**config.mk**
```make
export PLATFORM = sky130hd
export DESIGN_NAME = two_class_order_scheduler_flat
export DESIGN_NICKNAME = d
export VERILOG_FILES = /design/src/rtl/osch_pkg.sv /design/src/rtl/osch_in_if.sv /design/src/rtl/osch_out_if.sv /design/src/rtl/two_class_order_scheduler.sv /design/src/rtl/osch_heap.sv /design/src/rtl/osch_fifo.sv /design/src/flat_wrapper.sv
export SDC_FILE = /design/constraint.sdc
export NUM_CORES = 1
export LEC_CHECK = 0
export BUFFER_PORTS_ARGS = -buffer_cell sky130_fd_sc_hd__buf_2
export CORE_MARGIN = 10
export CORE_UTILIZATION = 57
export DETAILED_ROUTE_END_ITERATION = 8
export PLACE_DENSITY = 0.86
export SLEW_MARGIN = 20
export SYNTH_ARGS = -nofsm -noshare
export SYNTH_HDL_FRONTEND = slang
export SYNTH_HIERARCHICAL = 1
export SYNTH_SLANG_ARGS = --single-unit
```
**constraint.sdc**
```tcl
create_clock -name clk -period 5.2 [get_ports clk]
set_input_delay 0.78 -clock clk [delete_from_list [all_inputs] [get_ports clk]]
set_output_delay 0.78 -clock clk [all_outputs]
set_load 0.02 [all_outputs]
```
**src/rtl/osch_pkg.sv**
```systemverilog
// shared types and constants of the two-class order scheduler
package osch_pkg;

  localparam int ID_W = 8;
  localparam int STATUS_W = 3;

  typedef enum logic [1:0] {
    CMD_ENQ    = 2'd0,
    CMD_SERVE  = 2'd1,
    CMD_CANCEL = 2'd2,
    CMD_NONE   = 2'd3
  } osch_cmd_t;

  localparam logic [STATUS_W-1:0] ST_ADDED       = 3'd0;
  localparam logic [STATUS_W-1:0] ST_FULL        = 3'd1;
  localparam logic [STATUS_W-1:0] ST_SERVED_PRIO = 3'd2;
  localparam logic [STATUS_W-1:0] ST_SERVED_NORM = 3'd3;
  localparam logic [STATUS_W-1:0] ST_SKIPPED     = 3'd4;
  localparam logic [STATUS_W-1:0] ST_NONE        = 3'd5;
  localparam logic [STATUS_W-1:0] ST_CANCELLED   = 3'd6;

  typedef struct packed {
    logic            ins;
    logic            take;
    logic [ID_W-1:0] id;
  } osch_hreq_t;

  typedef struct packed {
    logic            done;
    logic [ID_W-1:0] top;
  } osch_hsts_t;

endpackage

```
**src/rtl/osch_in_if.sv**
```systemverilog
// request channel: command, order id and priority flag
interface osch_in_if;
  logic                      valid;
  logic                      ready;
  logic [1:0]                cmd;
  logic [osch_pkg::ID_W-1:0] order_id;
  logic                      priority_flag;

  modport source (output valid, cmd, order_id, priority_flag, input ready);
  modport sink (input valid, cmd, order_id, priority_flag, output ready);
endinterface

```
**src/rtl/osch_out_if.sv**
```systemverilog
// response channel: status and id
interface osch_out_if;
  logic                          valid;
  logic                          ready;
  logic [osch_pkg::STATUS_W-1:0] status;
  logic [osch_pkg::ID_W-1:0]     result_id;

  modport source (output valid, status, result_id, input ready);
  modport sink (input valid, status, result_id, output ready);
endinterface

```
**src/rtl/two_class_order_scheduler.sv**
```systemverilog
// top level: command sequencer, cancel map memory and response register
//
//   channel  dir  payload                         beat when
//   req      in   cmd, order_id, priority_flag    req.valid && req.ready
//   rsp      out  status, result_id               rsp.valid && rsp.ready
//
// one request at a time; from request beat to response: normal enqueue, cancel and
// empty serve go straight to S_EMIT; a normal serve pops the fifo, then passes
// S_FIFO, S_CRD and S_CHK; a priority enqueue sifts up in the heap, and a priority
// serve sifts down in the heap, then reads the cancel map in S_CRD and S_CHK
// after reset the cancel map is cleared entry by entry, req held off
// a response waiting on rsp holds the sequencer in S_EMIT until it is taken
module two_class_order_scheduler #(
  parameter int PRIO_DEPTH = 16,
  parameter int FIFO_DEPTH = 16,
  parameter int ID_BITS    = 8
) (
  input logic       clk,
  input logic       rst,
  osch_in_if.sink   req,
  osch_out_if.source rsp
);
  import osch_pkg::*;

  localparam int HCW = $clog2(PRIO_DEPTH + 1);
  localparam int FCW = $clog2(FIFO_DEPTH + 1);
  localparam int IW = ID_BITS;
  localparam int CMAP_DEPTH = 1 << ID_BITS;
  localparam logic [ID_W-1:0] ID_MASK =
    (ID_BITS >= ID_W) ? {ID_W{1'b1}} : ID_W'((1 << ID_BITS) - 1);

  typedef enum logic [6:0] {
    S_CLEAR = 7'b0000001,
    S_IDLE  = 7'b0000010,
    S_HEAP  = 7'b0000100,
    S_FIFO  = 7'b0001000,
    S_CRD   = 7'b0010000,
    S_CHK   = 7'b0100000,
    S_EMIT  = 7'b1000000
  } state_t;

  state_t              state;
  logic [IW-1:0]       clr_idx;
  logic [STATUS_W-1:0] st;
  logic [ID_W-1:0]     rid, id_m, fq;
  logic                from_heap, cq, cwe, cwd, accept, hfull, ffull;
  logic                fpush, fpop;
  logic [IW-1:0]       cwa;
  logic                cmap [CMAP_DEPTH];
  osch_hreq_t          hreq;
  osch_hsts_t          hsts;
  logic [HCW-1:0]      hcount;
  logic [FCW-1:0]      fcount;

  assign req.ready = (state == S_IDLE);
  assign accept    = req.valid && req.ready;
  assign id_m      = req.order_id & ID_MASK;
  assign hfull     = (hcount == HCW'(PRIO_DEPTH));
  assign ffull     = (fcount == FCW'(FIFO_DEPTH));

  assign hreq.ins  = accept && (req.cmd == CMD_ENQ) && req.priority_flag && !hfull;
  assign hreq.take = accept && (req.cmd == CMD_SERVE) && (hcount != '0);
  assign hreq.id   = id_m;
  assign fpush     = accept && (req.cmd == CMD_ENQ) && !req.priority_flag && !ffull;
  assign fpop      = accept && (req.cmd == CMD_SERVE) && (hcount == '0) && (fcount != '0);

  osch_heap #(.DEPTH(PRIO_DEPTH)) u_heap (
    .clk   (clk),
    .rst   (rst),
    .req   (hreq),
    .sts   (hsts),
    .count (hcount)
  );

  osch_fifo #(.DEPTH(FIFO_DEPTH)) u_fifo (
    .clk   (clk),
    .rst   (rst),
    .push  (fpush),
    .pop   (fpop),
    .wdata (id_m),
    .rdata (fq),
    .count (fcount)
  );

  // cancel map
  assign cwe = (state == S_CLEAR) || (accept && (req.cmd == CMD_CANCEL));
  assign cwa = (state == S_CLEAR) ? clr_idx : IW'(id_m);
  assign cwd = (state != S_CLEAR);

  always_ff @(posedge clk) begin
    if (cwe) begin
      cmap[cwa] <= cwd;
    end
    cq <= cmap[IW'(rid)];
  end

  always_ff @(posedge clk) begin
    case (state)
      S_IDLE: begin
        if (accept) begin
          from_heap <= 1'b0;
          case (req.cmd)
            CMD_ENQ: begin
              rid <= id_m;
              if (req.priority_flag) begin
                st <= hfull ? ST_FULL : ST_ADDED;
              end else begin
                st <= ffull ? ST_FULL : ST_ADDED;
              end
            end
            CMD_SERVE: begin
              rid       <= '0;
              st        <= ST_NONE;
              from_heap <= (hcount != '0);
            end
            CMD_CANCEL: begin
              rid <= id_m;
              st  <= ST_CANCELLED;
            end
            default: begin
              rid <= '0;
              st  <= ST_NONE;
            end
          endcase
        end
      end
      S_HEAP: begin
        if (hsts.done && from_heap) begin
          rid <= hsts.top;
        end
      end
      S_FIFO: rid <= fq;
      S_CHK: begin
        if (cq) begin
          st <= ST_SKIPPED;
        end else begin
          st <= from_heap ? ST_SERVED_PRIO : ST_SERVED_NORM;
        end
      end
      default: ;
    endcase
  end

  always_ff @(posedge clk) begin
    if (rst) begin
      state     <= S_CLEAR;
      clr_idx   <= '0;
      rsp.valid <= 1'b0;
    end else begin
      if ((state == S_EMIT) && (!rsp.valid || rsp.ready)) begin
        rsp.valid <= 1'b1;
      end else if (rsp.valid && rsp.ready) begin
        rsp.valid <= 1'b0;
      end
      case (state)
        S_CLEAR: begin
          clr_idx <= clr_idx + IW'(1);
          if (clr_idx == IW'(CMAP_DEPTH - 1)) begin
            state <= S_IDLE;
          end
        end
        S_IDLE: begin
          if (hreq.ins || hreq.take) begin
            state <= S_HEAP;
          end else if (fpop) begin
            state <= S_FIFO;
          end else if (accept) begin
            state <= S_EMIT;
          end
        end
        S_HEAP: begin
          if (hsts.done) begin
            state <= from_heap ? S_CRD : S_EMIT;
          end
        end
        S_FIFO: state <= S_CRD;
        S_CRD: state <= S_CHK;
        S_CHK: state <= S_EMIT;
        S_EMIT: begin
          if (!rsp.valid || rsp.ready) begin
            state <= S_IDLE;
          end
        end
        default: state <= S_IDLE;
      endcase
    end
  end

  always_ff @(posedge clk) begin
    if ((state == S_EMIT) && (!rsp.valid || rsp.ready)) begin
      rsp.status    <= st;
      rsp.result_id <= rid;
    end
  end

`ifndef SYNTHESIS
  a_one_at_a_time: assert property (@(posedge clk) disable iff (rst)
    (req.valid && req.ready) |=> !req.ready)
    else $error("request accepted while another is in flight");

  a_heap_done_owned: assert property (@(posedge clk) disable iff (rst)
    hsts.done |-> (state == S_HEAP))
    else $error("heap finished outside a heap operation");

  a_heap_bound: assert property (@(posedge clk) disable iff (rst)
    hcount <= HCW'(PRIO_DEPTH))
    else $error("heap count beyond depth");

  a_fifo_bound: assert property (@(posedge clk) disable iff (rst)
    fcount <= FCW'(FIFO_DEPTH))
    else $error("fifo count beyond depth");
`endif

endmodule

```
**src/rtl/osch_heap.sv**
```systemverilog
// min-heap in a synchronous memory with an iterative sift engine
module osch_heap #(
  parameter int DEPTH = 16
) (
  input  logic                           clk,
  input  logic                           rst,
  input  osch_pkg::osch_hreq_t           req,
  output osch_pkg::osch_hsts_t           sts,
  output logic [$clog2(DEPTH+1)-1:0]     count
);
  import osch_pkg::*;

  localparam int AW = $clog2(DEPTH);
  localparam int CW = $clog2(DEPTH + 1);
  localparam int KW = AW + 2;

  typedef enum logic [5:0] {
    H_IDLE    = 6'b000001,
    H_INS     = 6'b000010,
    H_INS_CMP = 6'b000100,
    H_TK_LD   = 6'b001000,
    H_TK_RD   = 6'b010000,
    H_TK_CMP  = 6'b100000
  } hstate_t;

  hstate_t         state;
  logic [ID_W-1:0] mem [DEPTH];
  logic [ID_W-1:0] qa, qb, key, top;
  logic [AW-1:0]   pos, up, ra, rb, wa;
  logic [KW-1:0]   kid, kid1;
  logic [ID_W-1:0] wd, v;
  logic            we, done, sel;

  assign up   = (pos - AW'(1)) >> 1;
  assign kid  = KW'({pos, 1'b1});
  assign kid1 = kid + KW'(1);
  assign sel  = (kid1 < KW'(count)) && (qb < qa);
  assign v    = sel ? qb : qa;

  always_comb begin
    ra   = '0;
    rb   = AW'(count - CW'(1));
    we   = 1'b0;
    wa   = pos;
    wd   = key;
    done = 1'b0;
    case (state)
      H_INS: begin
        if (pos == '0) begin
          we   = 1'b1;
          done = 1'b1;
        end else begin
          ra = up;
        end
      end
      H_INS_CMP: begin
        we = 1'b1;
        if (qa <= key) begin
          done = 1'b1;
        end else begin
          wd = qa;
        end
      end
      H_TK_RD: begin
        if (kid >= KW'(count)) begin
          we   = (count != '0);
          done = 1'b1;
        end else begin
          ra = AW'(kid);
          rb = AW'(kid1);
        end
      end
      H_TK_CMP: begin
        we = 1'b1;
        if (key <= v) begin
          done = 1'b1;
        end else begin
          wd = v;
        end
      end
      default: ;
    endcase
  end

  always_ff @(posedge clk) begin
    if (we) begin
      mem[wa] <= wd;
    end
    qa <= mem[ra];
    qb <= mem[rb];
  end

  always_ff @(posedge clk) begin
    case (state)
      H_IDLE: begin
        if (req.ins) begin
          key <= req.id;
          pos <= AW'(count);
        end
      end
      H_INS_CMP: begin
        if (qa > key) begin
          pos <= up;
        end
      end
      H_TK_LD: begin
        top <= qa;
        key <= qb;
        pos <= '0;
      end
      H_TK_CMP: begin
        if (key > v) begin
          pos <= sel ? AW'(kid1) : AW'(kid);
        end
      end
      default: ;
    endcase
  end

  always_ff @(posedge clk) begin
    if (rst) begin
      state <= H_IDLE;
      count <= '0;
    end else begin
      case (state)
        H_IDLE: begin
          if (req.ins) begin
            count <= count + CW'(1);
            state <= H_INS;
          end else if (req.take) begin
            count <= count - CW'(1);
            state <= H_TK_LD;
          end
        end
        H_INS: state <= (pos == '0) ? H_IDLE : H_INS_CMP;
        H_INS_CMP: state <= (qa <= key) ? H_IDLE : H_INS;
        H_TK_LD: state <= H_TK_RD;
        H_TK_RD: state <= (kid >= KW'(count)) ? H_IDLE : H_TK_CMP;
        H_TK_CMP: state <= (key <= v) ? H_IDLE : H_TK_RD;
        default: state <= H_IDLE;
      endcase
    end
  end

  assign sts.done = done;
  assign sts.top  = top;

endmodule

```
**src/rtl/osch_fifo.sv**
```systemverilog
// circular fifo of normal order ids in a synchronous memory
module osch_fifo #(
  parameter int DEPTH = 16
) (
  input  logic                         clk,
  input  logic                         rst,
  input  logic                         push,
  input  logic                         pop,
  input  logic [osch_pkg::ID_W-1:0]    wdata,
  output logic [osch_pkg::ID_W-1:0]    rdata,
  output logic [$clog2(DEPTH+1)-1:0]   count
);
  import osch_pkg::*;

  localparam int AW = $clog2(DEPTH);
  localparam int CW = $clog2(DEPTH + 1);

  logic [ID_W-1:0] mem [DEPTH];
  logic [AW-1:0]   head, tail;

  always_ff @(posedge clk) begin
    if (push) begin
      mem[tail] <= wdata;
    end
    rdata <= mem[head];
  end

  always_ff @(posedge clk) begin
    if (rst) begin
      head  <= '0;
      tail  <= '0;
      count <= '0;
    end else begin
      if (push) begin
        tail  <= (tail == AW'(DEPTH - 1)) ? '0 : tail + AW'(1);
        count <= count + CW'(1);
      end else if (pop) begin
        head  <= (head == AW'(DEPTH - 1)) ? '0 : head + AW'(1);
        count <= count - CW'(1);
      end
    end
  end

endmodule

```
**src/flat_wrapper.sv**
```systemverilog
// flat-port wrapper written by rule: the top's interface ports become plain ports
module two_class_order_scheduler_flat import osch_pkg::*;
#(
  parameter int PRIO_DEPTH = 16,
  parameter int FIFO_DEPTH = 16,
  parameter int ID_BITS    = 8
)
  (clk, rst, req_valid, req_cmd, req_order_id, req_priority_flag, req_ready, rsp_valid, rsp_status, rsp_result_id, rsp_ready);
  osch_in_if req_i ();
  osch_out_if rsp_i ();
  input logic clk;
  input logic rst;
  input wire logic [$bits(req_i.valid)-1:0] req_valid;
  input wire logic [$bits(req_i.cmd)-1:0] req_cmd;
  input wire logic [$bits(req_i.order_id)-1:0] req_order_id;
  input wire logic [$bits(req_i.priority_flag)-1:0] req_priority_flag;
  output wire logic [$bits(req_i.ready)-1:0] req_ready;
  output wire logic [$bits(rsp_i.valid)-1:0] rsp_valid;
  output wire logic [$bits(rsp_i.status)-1:0] rsp_status;
  output wire logic [$bits(rsp_i.result_id)-1:0] rsp_result_id;
  input wire logic [$bits(rsp_i.ready)-1:0] rsp_ready;
  assign req_i.valid = req_valid;
  assign req_i.cmd = req_cmd;
  assign req_i.order_id = req_order_id;
  assign req_i.priority_flag = req_priority_flag;
  assign req_ready = req_i.ready;
  assign rsp_valid = rsp_i.valid;
  assign rsp_status = rsp_i.status;
  assign rsp_result_id = rsp_i.result_id;
  assign rsp_i.ready = rsp_ready;
  two_class_order_scheduler #(.PRIO_DEPTH(PRIO_DEPTH), .FIFO_DEPTH(FIFO_DEPTH), .ID_BITS(ID_BITS)) u_core (.clk(clk), .rst(rst), .req(req_i), .rsp(rsp_i));
endmodule
```
-- Yosys cells after proc, flatten, opt, wreduce, memory -nomap -nowiden
Memories as Yosys holds them, arrays and structs flattened. A register that Yosys moved wholly into a read port is not among the register bits.
Index checks and enable logic that the tools add are counted.
- input port bits: 15
- bits in writable memories: 512
- memories: 3
- output and inout port bits: 13
- register bits: 83
- logic and storage cells: 176
- memory list (memory ; words ; bits a word ; rd ports ; clocked after memory_dff ; wr ports ; line ; text):
    u_core.cmap ; 256 ; 1 ; 1 ; 1 ; 1 ; two_class_order_scheduler.sv:49 ; logic cmap [CMAP_DEPTH];
    u_core.u_fifo.mem ; 16 ; 8 ; 1 ; 1 ; 1 ; osch_fifo.sv:18 ; logic [ID_W-1:0] mem [DEPTH];
    u_core.u_heap.mem ; 16 ; 8 ; 2 ; 2 ; 1 ; osch_heap.sv:27 ; logic [ID_W-1:0] mem [DEPTH];
- magnitude comparators: 7
- equal/unequal tests: 31
- reduce and logical (&&, ||, !) cells: 44
- bitwise operators: 1
- muxes and demuxes: 65
- $add $sub $neg: 9
- operator list (kind ; number):
    two-way mux 8 bit ; 8
    two-way mux 7 bit ; 7
    case mux 7 bit (7 select lines) ; 1
    two-way mux 4 bit ; 9
    case mux 6 bit (6 select lines) ; 1
    case mux 8 bit (2 select lines) ; 2
    two-way mux 5 bit ; 5
    case mux 8 bit (3 select lines) ; 1
    two-way mux 6 bit ; 3
    greater-than comparator 8 bit ; 2
    less-or-equal comparator 8 bit ; 2
    two-way mux 1 bit ; 16
    case mux 4 bit (4 select lines) ; 1
    logical AND 1 bit ; 15
    two-way mux 3 bit ; 5
    != test 2 bit, second input constant ; 6
    case mux 3 bit (2 select lines) ; 2
    adder 5 x 1 -> 5 bit, second input constant ; 2
    equality test 5 bit, second input constant ; 2
    AND reduction 2 bit ; 5
    nonzero test 2 bit ; 5
    nonzero test 5 bit ; 2
    subtractor 5 x 1 -> 5 bit, second input constant ; 2
    adder 4 x 1 -> 4 bit, second input constant ; 2
    other kinds (42) ; 51

-- Longest topological paths before layout
Gate-level depths: netlist of the first run.
- word-level depth: 10
- mapped depth: 22

-- Hierarchy
Netlist of the first run, hierarchy kept.
- by module, submodules not included (module ; times used ; cells each ; area an instance (um^2)):
    two_class_order_scheduler ; 1 ; 1004 ; 13481.7
    osch_heap ; 1 ; 853 ; 9671.8
    osch_fifo ; 1 ; 309 ; 5868.1

-- Worst setup path before layout of the first run
Ideal clock, no wire load.
- path kind: register -> register
- start point: reg u_core.u_heap.pos[2]
- end point: reg u_core.rid[0] (enable)
- cell stages (with the launch flop): 19
- path slack: 0.240 ns
- path buffers: 3
- arrival time: 4.574 ns
- library setup time: 0.386 ns
- cells stage by stage: edfxtp_1 -> clkbuf_1 -> buf_1 -> nand3_1 -> xnor2_1 -> ha_1 -> a211o_1 -> nor4_1 -> nand2_1 -> mux2_2 -> ha_1 -> nand4_1 -> or2_2 -> o21ai_0 -> a22oi_1 -> o211ai_1 -> buf_4 -> a21oi_1 -> a211oi_1
- cells in the longest elaborated chain, start to end: 10
- RTL lines (what ; line ; text):
    from (decl) ; osch_heap.sv:29 ; logic [AW-1:0] pos, up, ra, rb, wa;
    from (signal assigned) ; osch_heap.sv:98 ; pos <= AW'(count);
    from (signal assigned) ; osch_heap.sv:103 ; pos <= up;
    from (signal assigned) ; osch_heap.sv:113 ; pos <= sel ? AW'(kid1) : AW'(kid);
    adder 5 x 1 -> 6 bit ; osch_heap.sv:36 ; assign kid1 = kid + KW'(1);
    less-than comparator 6 x 5 -> 1 bit ; osch_heap.sv:37 ; assign sel = (kid1 < KW'(count)) && (qb < qa);
    logical AND 1 bit ; osch_heap.sv:37 ;
    two-way mux 8 bit ; osch_heap.sv:38 ; assign v = sel ? qb : qa;
    less-or-equal comparator 8 bit ; osch_heap.sv:75 ; if (key <= v) begin
    two-way mux 1 bit ; osch_heap.sv:75 ;
    case mux 1 bit (4 select lines) (*) ; osch_heap.sv:47 ; case (state)
    named net u_core.u_heap.done ; osch_heap.sv:32 ; logic we, done, sel;
    logical AND 1 bit (*) ; two_class_order_scheduler.sv:128 ; if (hsts.done && from_heap) begin
    != test 2 x 1 -> 1 bit (no line) (*) ; -- ;
    AND reduction 3 bit (no line) (*) ; -- ;
    to (signal assigned) ; two_class_order_scheduler.sv:117 ; rid <= id_m;
    to (signal assigned) ; two_class_order_scheduler.sv:129 ; rid <= hsts.top;
    to (signal assigned) ; two_class_order_scheduler.sv:132 ; S_FIFO: rid <= fq;
    to (decl) ; two_class_order_scheduler.sv:45 ; logic [ID_W-1:0] rid, id_m, fq;
The timed path passes the listed nets; every way through them passes the cells marked *.
A chain may end at the register's enable or synchronous reset.

-- Worst setup path in the final report of the first run
- start point: reg u_core.u_heap.pos[0]
- end point: mem u_core.u_heap.mem[6][1], data pin
- cells in the longest elaborated chain, start to end: 7
- RTL lines (what ; line ; text):
    adder 5 x 1 -> 6 bit (*) ; osch_heap.sv:36 ;
    less-than comparator 6 x 5 -> 1 bit (*) ; osch_heap.sv:37 ;
    logical AND 1 bit (*) ; osch_heap.sv:37 ;
    two-way mux 8 bit (*) ; osch_heap.sv:38 ;
    less-or-equal comparator 8 bit ; osch_heap.sv:75 ;
    two-way mux 8 bit (*) ; osch_heap.sv:75 ;
    case mux 8 bit (2 select lines) (*) ; osch_heap.sv:47 ;
    named net u_core.u_heap.wd[1] ; osch_heap.sv:31 ; logic [ID_W-1:0] wd, v;
    to (decl) ; osch_heap.sv:27 ;
Marked as above.

==> results of run 1 <==
[registers in the layout, summed over array words and instances, names as in the netlist, 6 cells and up]
register	cells
u_core/u_heap/mem	128
u_core/u_fifo/mem	128
u_core/u_heap/qa	8
u_core/u_heap/qb	8
u_core/u_heap/state	6
u_core/rsp.result_id	8
u_core/state	7
u_core/clr_idx	8
u_core/u_fifo/rdata	8
u_core/rid	8
u_core/u_heap/top	8
u_core/cmap	256
u_core/u_heap/key	8
[cell type report]
type / instances / area (µm²) / share of cell area
well taps: 672 / 841 / 0.0265
repair buffers: 74 / 531 / 0.0167
clock inverters: 41 / 439 / 0.0138
clock buffers: 70 / 1530 / 0.0481
inverters: 51 / 196 / 0.00619
flip-flops and latches: 620 / 18000 / 0.566
multi-input cells: 1362 / 10200 / 0.322
diodes: 2 / 5.00 / 0.000158
[where the power goes]
part           switching, µW  internal [µW]  total (µW)
logic                    369            102         471
registers               19.3           5500        5520
clock network           1870           2500        4370
total                   2260           8100       10400
[stage by stage]
stage | total power (µW) | setup WS [ns] | utilization | instances
after global routing | 10600 | 0.0738 | 0.631 | 2891
after detailed placement | 6070 | 0.00255 | 0.590 | 2776
after global placement | 6040 | 0.192 | 0.590 | 2776
final | 10400 | 0.393 | 0.631 | 2892
after floorplan | 5920 | 0.240 | - | 2166
after CTS | 10400 | 0.0202 | 0.629 | 2887
[worst register-to-register path: cells and delay by family, from the launching register on]
family,cells,cell delay [ns]
xor+xnor,1,0.22
compound gates,7,1.25
simple gates,4,1.12
flops,1,0.43
buf+inv,2,0.40
mux,1,0.36
fa+ha+maj,3,0.77
[worst min-delay path by stage]
stage	slack, ns	cells past startpoint	from	to
after CTS	0.43	0	u_core/st[2]$_DFFE_PP_	u_core/rsp.status[2]$_DFFE_PP_
final	0.43	0	u_core/st[2]$_DFFE_PP_	u_core/rsp.status[2]$_DFFE_PP_
after global routing	0.45	0	u_core/st[2]$_DFFE_PP_	u_core/rsp.status[2]$_DFFE_PP_
after detailed placement	0.42	0	u_core/st[2]$_DFFE_PP_	u_core/rsp.status[2]$_DFFE_PP_
after floorplan	0.40	0	u_core/st[0]$_DFFE_PP_	u_core/rsp.status[0]$_DFFE_PP_
after global placement	0.41	0	u_core/st[2]$_DFFE_PP_	u_core/rsp.status[2]$_DFFE_PP_
[routing by layer]
layer	vias to the layer above	share of wire	track usage
met5	-	0	0
met4	0	0.033	0.0917
met3	212	0.12	0.0540
met2	1365	0.48	0.392
met1	9477	0.37	0.304
li1	8247	-	-
[cell usage after synthesis, drive strengths merged (32+ instances only)]
library cell  instances  area share
mux4                 74       0.059
nor3                 47      0.0085
nand2               149       0.021
clkbuf               42      0.0054
dfxtp                65       0.045
edfxtp              555        0.57
buf                  91       0.021
o21ai                32      0.0062
nor2                331       0.044
inv                  50      0.0066
o22ai                93       0.021
ha                   47       0.020
a21oi                47      0.0086
mux2                 63       0.024
mux2i               114       0.041
[cells by family (layout without fill, tap and decap cells)]
| logic type | Yosys count | after routing | share of synthesized area |
|---|---|---|---|
| buf+inv | 184 | 236 | 0.0329 |
| compound gates | 327 | 327 | 0.0791 |
| mux | 251 | 251 | 0.124 |
| fa+ha+maj | 48 | 48 | 0.0210 |
| other cells | 0 | 2 | 0 |
| simple gates | 715 | 715 | 0.118 |
| flops | 620 | 620 | 0.619 |
| xor+xnor | 21 | 21 | 0.00634 |
==> impl_metrics.xml, run 1 <==
<?xml version="1.0" encoding="UTF-8"?>
<metrics>
  <group name="clocking">
    <metric name="cts_inserted_buffers" unit="">59</metric>
    <metric name="ctsHtreeMaxLevel" unit="">2</metric>
    <metric name="cts_root_buffer" unit="">sky130_fd_sc_hd__clkbuf_16</metric>
    <metric name="cts.path.max_buffers" unit="">3</metric>
    <metric name="tritoncts_clock_tree" unit="">built</metric>
    <metric name="cts_resized" unit="">1</metric>
    <metric name="post_cts_buffers" unit="">0</metric>
    <metric name="clk_transition_reported_paths" unit="ns">0.06</metric>
    <metric name="ctsHoldBuffers" unit="">0</metric>
    <metric name="clock_sinks" unit="">620</metric>
    <metric name="clock_latency" unit="ns">0.64</metric>
  </group>
  <group name="yosys">
    <metric name="postSynthCellCount" unit="">2166</metric>
    <metric name="yosysSeqAreaShare" unit="">0.619</metric>
    <metric name="dominantRegCellSynth" unit="">sky130_fd_sc_hd__edfxtp_1</metric>
    <metric name="yosysWarningCount" unit="">6</metric>
    <metric name="netlist_area" unit="mm²">0.0290</metric>
    <metric name="yosysUniqueCellTypes" unit="">92</metric>
    <metric name="flip_flop_and_latch_count_after_synthesis" unit="">620</metric>
    <metric name="synth.net_count" unit="">2229</metric>
    <metric name="asyncSetResetFlopFracSynth" unit="">0</metric>
    <metric name="synth_enable_flop_cells" unit="">555</metric>
    <metric name="synth.avg_cell_area" unit="µm²">13.4</metric>
  </group>
  <group name="setup_path">
    <metric name="required" unit="ns">5.55</metric>
    <metric name="max_stage_delay" unit="ns">0.43</metric>
    <metric name="worst-path-stages" unit="">18</metric>
    <metric name="critical_path_buf_inv_count" unit="">2</metric>
    <metric name="r2r_end" unit="">u_core/u_heap/mem[6][1]$_DFFE_PP_</metric>
    <metric name="critPathSlowestCell" unit="">sky130_fd_sc_hd__edfxtp_1</metric>
    <metric name="last_element_of_the_critical_path" unit="">u_core/u_heap/mem[6][1]$_DFFE_PP_</metric>
    <metric name="path_common_cell" unit="">sky130_fd_sc_hd__ha_1</metric>
    <metric name="length_in_cells_of_the_worst_reg_to_reg_path" unit="">18</metric>
    <metric name="cp-start-kind" unit="">flop</metric>
    <metric name="cp_cell_sequence" unit="">ha_1, xnor2_1, inv_1, ha_1, o21ai_0, a21oi_1, nor4_1, nand2_2, mux2_2, ha_1, nor2b_1, o211ai_1, a21oi_1, o21ai_0, a22oi_1, and2_2, o221ai_1, buf_2</metric>
    <metric name="criticalPathCategory" unit="">flop to flop</metric>
    <metric name="timing.critical_path.to_type" unit="">flop</metric>
    <metric name="path_delay_family" unit="">compound AO/OA/AOI/OAI gates</metric>
    <metric name="crit_arrival" unit="ns">5.16</metric>
    <metric name="r2r_setup_slack" unit="ns">0.39</metric>
    <metric name="worst_r2r_start" unit="">u_core/u_heap/pos[0]$_DFFE_PP_</metric>
    <metric name="crit_fanout" unit="">11</metric>
    <metric name="critical_path.startpoint" unit="">u_core/u_heap/pos[0]$_DFFE_PP_</metric>
  </group>
  <group name="finish">
    <metric name="syn2layout_area_growth" unit="%">9.35</metric>
    <metric name="layout_common_cells" unit="">555 x sky130_fd_sc_hd__edfxtp_1, 320 x sky130_fd_sc_hd__nor2_1, 140 x sky130_fd_sc_hd__nand2_1</metric>
    <metric name="nNetsFinal" unit="">2231</metric>
    <metric name="layout.cell_area.non_filler" unit="mm²">0.0317</metric>
    <metric name="most_common_library_cell_in_the_layout_ignoring_fill_and_taps" unit="">sky130_fd_sc_hd__edfxtp_1</metric>
    <metric name="fill_cells" unit="">3393</metric>
    <metric name="drive_gt1_frac" unit="">0.167</metric>
  </group>
  <group name="sta">
    <metric name="finalCritPeriodShare" unit="">0.925</metric>
    <metric name="final.setup.tns" unit="ns">0</metric>
    <metric name="timing.final.setup_violations" unit="">0</metric>
    <metric name="fmax" unit="MHz">208</metric>
    <metric name="worst_slew_margin_rel" unit="">0.141</metric>
    <metric name="worst_clock_skew" unit="ns">0.0265</metric>
    <metric name="max_slew.worst_pin.slew" unit="ns">1.28</metric>
    <metric name="hold_violations_final" unit="">0</metric>
    <metric name="timing.hold.ws" unit="ns">0.432</metric>
    <metric name="drv_slew" unit="">0</metric>
    <metric name="grt_setup_unrepaired" unit="">false</metric>
    <metric name="min_clock_period_post_route" unit="ns">4.81</metric>
  </group>
  <group name="floorplan">
    <metric name="die_area" unit="mm²">0.0603</metric>
    <metric name="floorplan.rows" unit="">82</metric>
    <metric name="floorplan.die.width" unit="µm">246</metric>
    <metric name="start_util" unit="">0.577</metric>
    <metric name="die_h" unit="µm">246</metric>
    <metric name="pin_count" unit="">28</metric>
    <metric name="total_core_area" unit="mm²">0.0503</metric>
  </group>
  <group name="pwr">
    <metric name="p_leak" unit="µW">0.0104</metric>
    <metric name="power.ir.vdd_worst" unit="V">0.000304</metric>
    <metric name="power_density" unit="mW/mm²">327</metric>
  </group>
  <group name="placement">
    <metric name="placed_cell_area" unit="mm²">0.0297</metric>
    <metric name="detailed_place_hpwl" unit="µm">45300</metric>
    <metric name="io_buffers" unit="">27</metric>
    <metric name="gp_congestion" unit="">0.902</metric>
  </group>
  <group name="drt">
    <metric name="dr.pass1.iters" unit="">5</metric>
    <metric name="avgViaCountPerCell" unit="">6.67</metric>
    <metric name="drc_errors" unit="">0</metric>
    <metric name="detail_route.wirelength" unit="µm">73200</metric>
    <metric name="drt-wirelength-per-cell" unit="µm">25.3</metric>
    <metric name="dr.first_iter.drc_count" unit="">2792</metric>
    <metric name="post_detailed_route_count_of_antenna_violating_nets" unit="">0</metric>
    <metric name="via_count" unit="">19301</metric>
  </group>
  <group name="grt">
    <metric name="grt.overflow.total" unit="">0</metric>
    <metric name="via_count_of_the_first_global_routing_pass" unit="">19366</metric>
    <metric name="pin_count_of_the_biggest_net_entering_global_routing" unit="">165</metric>
    <metric name="antenna_found_initial" unit="">2</metric>
    <metric name="grt_overall_usage" unit="">0.238</metric>
    <metric name="grt_first_pass_wirelength" unit="µm">112000</metric>
  </group>
  <group name="flow_run">
    <metric name="drv.max_cap_violation_count" unit="">0</metric>
  </group>
  <group name="min_path">
    <metric name="hp-class" unit="">flop to flop</metric>
  </group>
  <group name="status">
    <metric name="status" unit="">complete, no violations</metric>
  </group>
</metrics>
(Power assumes the default switching activity.)
==> inputs of run 2 (changes only) <==
--- a/config.mk
+++ b/config.mk
@@ -9,8 +9,9 @@
 export CORE_MARGIN = 10
 export CORE_UTILIZATION = 57
 export DETAILED_ROUTE_END_ITERATION = 8
-export PLACE_DENSITY = 0.86
-export SLEW_MARGIN = 20
+export PLACE_DENSITY = 0.78
+export SETUP_SLACK_MARGIN = 0.3
+export SLEW_MARGIN = 10
 export SYNTH_ARGS = -nofsm -noshare
 export SYNTH_HDL_FRONTEND = slang
 export SYNTH_HIERARCHICAL = 1
==> run 2 against run 1 <==
Effect of this change:
- clock power is 4.8% higher
- die area unchanged
- worst hold slack better by 0.069 ns
- clock skew decreased by 0.0084 ns
- routed wire length fell by 5.3%
- critical path depth unchanged
- maximum frequency rose by 3.5%
- sequential power barely moved
- core utilization increased by 0.29 points
- worst setup slack gained 0.16 ns
==> impl_metrics.xml, run 2 (synthesis gave the netlist of run 1 again) <==
<?xml version="1.0" encoding="UTF-8"?>
<metrics>
  <group name="status">
    <metric name="status" unit="">complete, no violations</metric>
  </group>
  <group name="sta">
    <metric name="hold_violations_final" unit="">0</metric>
    <metric name="max_slew.worst_pin.slew" unit="ns">1.19</metric>
    <metric name="finalCritPeriodShare" unit="">0.893</metric>
    <metric name="worst_clock_skew" unit="ns">0.0181</metric>
    <metric name="worst_slew_margin_rel" unit="">0.205</metric>
    <metric name="timing.final.setup_violations" unit="">0</metric>
    <metric name="fmax" unit="MHz">215</metric>
    <metric name="grt_setup_unrepaired" unit="">false</metric>
    <metric name="drv_slew" unit="">0</metric>
    <metric name="min_setup_slack_post_route" unit="ns">0.557</metric>
    <metric name="min_clock_period_post_route" unit="ns">4.64</metric>
  </group>
  <group name="clocking">
    <metric name="cts_inserted_buffers" unit="">60</metric>
    <metric name="cts_root_buffer" unit="">sky130_fd_sc_hd__clkbuf_16</metric>
    <metric name="clock_sinks" unit="">620</metric>
    <metric name="clock_latency" unit="ns">0.62</metric>
    <metric name="clk_transition_reported_paths" unit="ns">0.06</metric>
    <metric name="tritoncts_clock_tree" unit="">built</metric>
    <metric name="cts.path.max_buffers" unit="">3</metric>
    <metric name="ctsHtreeMaxLevel" unit="">2</metric>
  </group>
  <group name="finish">
    <metric name="antenna_cells" unit="">0</metric>
    <metric name="seqCellArea" unit="mm²">0.0180</metric>
    <metric name="largest_register" unit="">u_core/cmap</metric>
    <metric name="fill_cells" unit="">3632</metric>
    <metric name="layout_common_cells" unit="">555 x sky130_fd_sc_hd__edfxtp_1, 321 x sky130_fd_sc_hd__nor2_1, 141 x sky130_fd_sc_hd__nand2_1</metric>
    <metric name="largest_reg_flops" unit="">256</metric>
    <metric name="syn2layout_area_growth" unit="%">9.86</metric>
    <metric name="largestRegisters" unit="">u_core/cmap: 256 flops, u_core/u_fifo/mem: 128 flops, u_core/u_heap/mem: 128 flops</metric>
    <metric name="nNetsFinal" unit="">2236</metric>
    <metric name="multi_input_gate_area" unit="mm²">0.0103</metric>
    <metric name="drive_gt1_frac" unit="">0.172</metric>
    <metric name="layout.cell_area.non_filler" unit="mm²">0.0319</metric>
    <metric name="most_common_library_cell_in_the_layout_ignoring_fill_and_taps" unit="">sky130_fd_sc_hd__edfxtp_1</metric>
  </group>
  <group name="pwr">
    <metric name="power_density" unit="mW/mm²">331</metric>
    <metric name="p_leak" unit="µW">0.0105</metric>
    <metric name="total_chip_power" unit="µW">10500</metric>
    <metric name="power.ir.vdd_worst" unit="V">0.000274</metric>
  </group>
  <group name="placement">
    <metric name="gp_congestion" unit="">0.905</metric>
    <metric name="detailed_place_hpwl" unit="µm">43300</metric>
    <metric name="place_ws" unit="ns">-0.0239</metric>
    <metric name="placed_cell_area" unit="mm²">0.0297</metric>
    <metric name="io_buffers" unit="">27</metric>
  </group>
  <group name="min_path">
    <metric name="hp-class" unit="">flop to flop</metric>
  </group>
  <group name="setup_path">
    <metric name="criticalPathCategory" unit="">flop to flop</metric>
    <metric name="timing.critical_path.to_type" unit="">flop</metric>
    <metric name="critPathSlowestCell" unit="">sky130_fd_sc_hd__edfxtp_1</metric>
    <metric name="path_delay_family" unit="">compound AO/OA/AOI/OAI gates</metric>
    <metric name="required" unit="ns">5.47</metric>
    <metric name="crit_arrival" unit="ns">4.92</metric>
    <metric name="max_stage_delay" unit="ns">0.44</metric>
    <metric name="crit_fanout" unit="">8</metric>
    <metric name="critical_path_buf_inv_count" unit="">2</metric>
    <metric name="cp-start-kind" unit="">flop</metric>
    <metric name="cp_cell_sequence" unit="">buf_4, inv_1, ha_1, ha_1, o21ai_0, a21oi_1, nor4_4, nand2_2, mux2i_1, ha_1, nor2b_1, o211ai_1, a21oi_1, o21ai_0, a22oi_1, o211ai_1, a21oi_1, a211oi_4</metric>
  </group>
  <group name="grt">
    <metric name="grt.overflow.total" unit="">0</metric>
    <metric name="grt_overall_usage" unit="">0.226</metric>
    <metric name="via_count_of_the_first_global_routing_pass" unit="">18283</metric>
    <metric name="antenna_found_initial" unit="">0</metric>
    <metric name="grt_first_pass_wirelength" unit="µm">106000</metric>
    <metric name="pin_count_of_the_biggest_net_entering_global_routing" unit="">151</metric>
  </group>
  <group name="floorplan">
    <metric name="die_h" unit="µm">246</metric>
    <metric name="total_core_area" unit="mm²">0.0503</metric>
    <metric name="start_util" unit="">0.577</metric>
    <metric name="die_area" unit="mm²">0.0603</metric>
    <metric name="pin_count" unit="">28</metric>
    <metric name="floorplan.die.width" unit="µm">246</metric>
    <metric name="floorplan.rows" unit="">82</metric>
  </group>
  <group name="drt">
    <metric name="drt-wirelength-per-cell" unit="µm">23.9</metric>
    <metric name="dr.pass1.iters" unit="">7</metric>
    <metric name="dr.first_iter.drc_count" unit="">2446</metric>
    <metric name="detail_route.wirelength" unit="µm">69300</metric>
    <metric name="post_detailed_route_count_of_antenna_violating_nets" unit="">0</metric>
    <metric name="drc_errors" unit="">0</metric>
    <metric name="avgViaCountPerCell" unit="">6.47</metric>
    <metric name="via_count" unit="">18724</metric>
  </group>
  <group name="flow_run">
    <metric name="drv.max_cap_violation_count" unit="">0</metric>
  </group>
</metrics>
==> run 2: cell types whose count changed in the layout (fill, tap and decap cells not counted), sizes merged <==
cell,previous run,this run
nand2,149,150
clkinv,33,17
inv,51,54
buf,73,75
bufinv,8,10
diode,2,0
clkinvlp,0,4
clkbuf,71,81
==> run 2: report_power, final <==
group          internal [µW]  total [µW]  switching, µW
Combinational           92.0         440            348
Sequential              5500        5520           17.7
Clock                   2700        4580           1880
Total                   8290       10500           2250
==> run 2: area by class of cell <==
type | instances | share of cell area
tap | 672 | 0.0264
timing repair buffer | 77 | 0.0165
multi-input combinational | 1363 | 0.322
clock inverter | 34 | 0.0148
sequential | 620 | 0.564
inverter | 51 | 0.00616
clock buffer | 79 | 0.0506
==> run 2: final timing paths <==
| check | start | end | slack [ns] | depth (start not counted) |
|---|---|---|---|---|
| setup reg to reg | u_core/u_heap/pos[1]$_DFFE_PP_ | u_core/rid[1]$_DFFE_PP_ | 0.56 | 18 |
| setup / recovery | u_core/u_heap/pos[1]$_DFFE_PP_ | u_core/rid[1]$_DFFE_PP_ | 0.56 | 18 |
| hold reg to reg | u_core/u_heap/qa[0]$_DFF_P_ | u_core/u_heap/top[0]$_DFFE_PP_ | 0.50 | 0 |
| hold / removal | u_core/u_heap/qa[0]$_DFF_P_ | u_core/u_heap/top[0]$_DFFE_PP_ | 0.50 | 0 |
==> run 2: metrics by stage <==
step / hold WS, ns / setup TNS [ns] / instances / util
final: 0.501 / 0 / 2896 / 0.634
after global routing: 0.509 / 0 / 2896 / 0.634
after CTS: 0.494 / -3.56 / 2889 / 0.632
after detailed placement: 0.475 / -0.866 / 2776 / 0.590
after global placement: 0.488 / 0 / 2776 / 0.590
after floorplan: 0.400 / 0 / 2166 / -
==> run 2: timing repair <==
action / CTS / global route
pin swaps: 0 / 2
endpoints found under the setup margin: 120 / 139
resized for setup: 1 / 11
setup buffers: 0 / 4
gates cloned: 0 / 1
hold buffers: 0 / 0
==> run 2: routing by layer <==
layer  track usage  vias up  part of all wire
met5             0        -                 0
met4        0.0762        0             0.027
met3        0.0427      154             0.097
met2         0.378      962              0.49
met1         0.291     9342              0.38
li1              -     8266                 -
==> run 2: worst register-to-register path, cell delays in order, from the launching register on <==
cell	delay, ns
sky130_fd_sc_hd__edfxtp_1	0.44
sky130_fd_sc_hd__buf_4	0.18
sky130_fd_sc_hd__inv_1	0.13
sky130_fd_sc_hd__ha_1	0.32
sky130_fd_sc_hd__ha_1	0.29
sky130_fd_sc_hd__o21ai_0	0.09
sky130_fd_sc_hd__a21oi_1	0.17
sky130_fd_sc_hd__nor4_4	0.27
sky130_fd_sc_hd__nand2_2	0.20
sky130_fd_sc_hd__mux2i_1	0.25
sky130_fd_sc_hd__ha_1	0.27
sky130_fd_sc_hd__nor2b_1	0.13
sky130_fd_sc_hd__o211ai_1	0.16
sky130_fd_sc_hd__a21oi_1	0.10
sky130_fd_sc_hd__o21ai_0	0.19
sky130_fd_sc_hd__a22oi_1	0.15
sky130_fd_sc_hd__o211ai_1	0.32
sky130_fd_sc_hd__a21oi_1	0.21
sky130_fd_sc_hd__a211oi_4	0.44
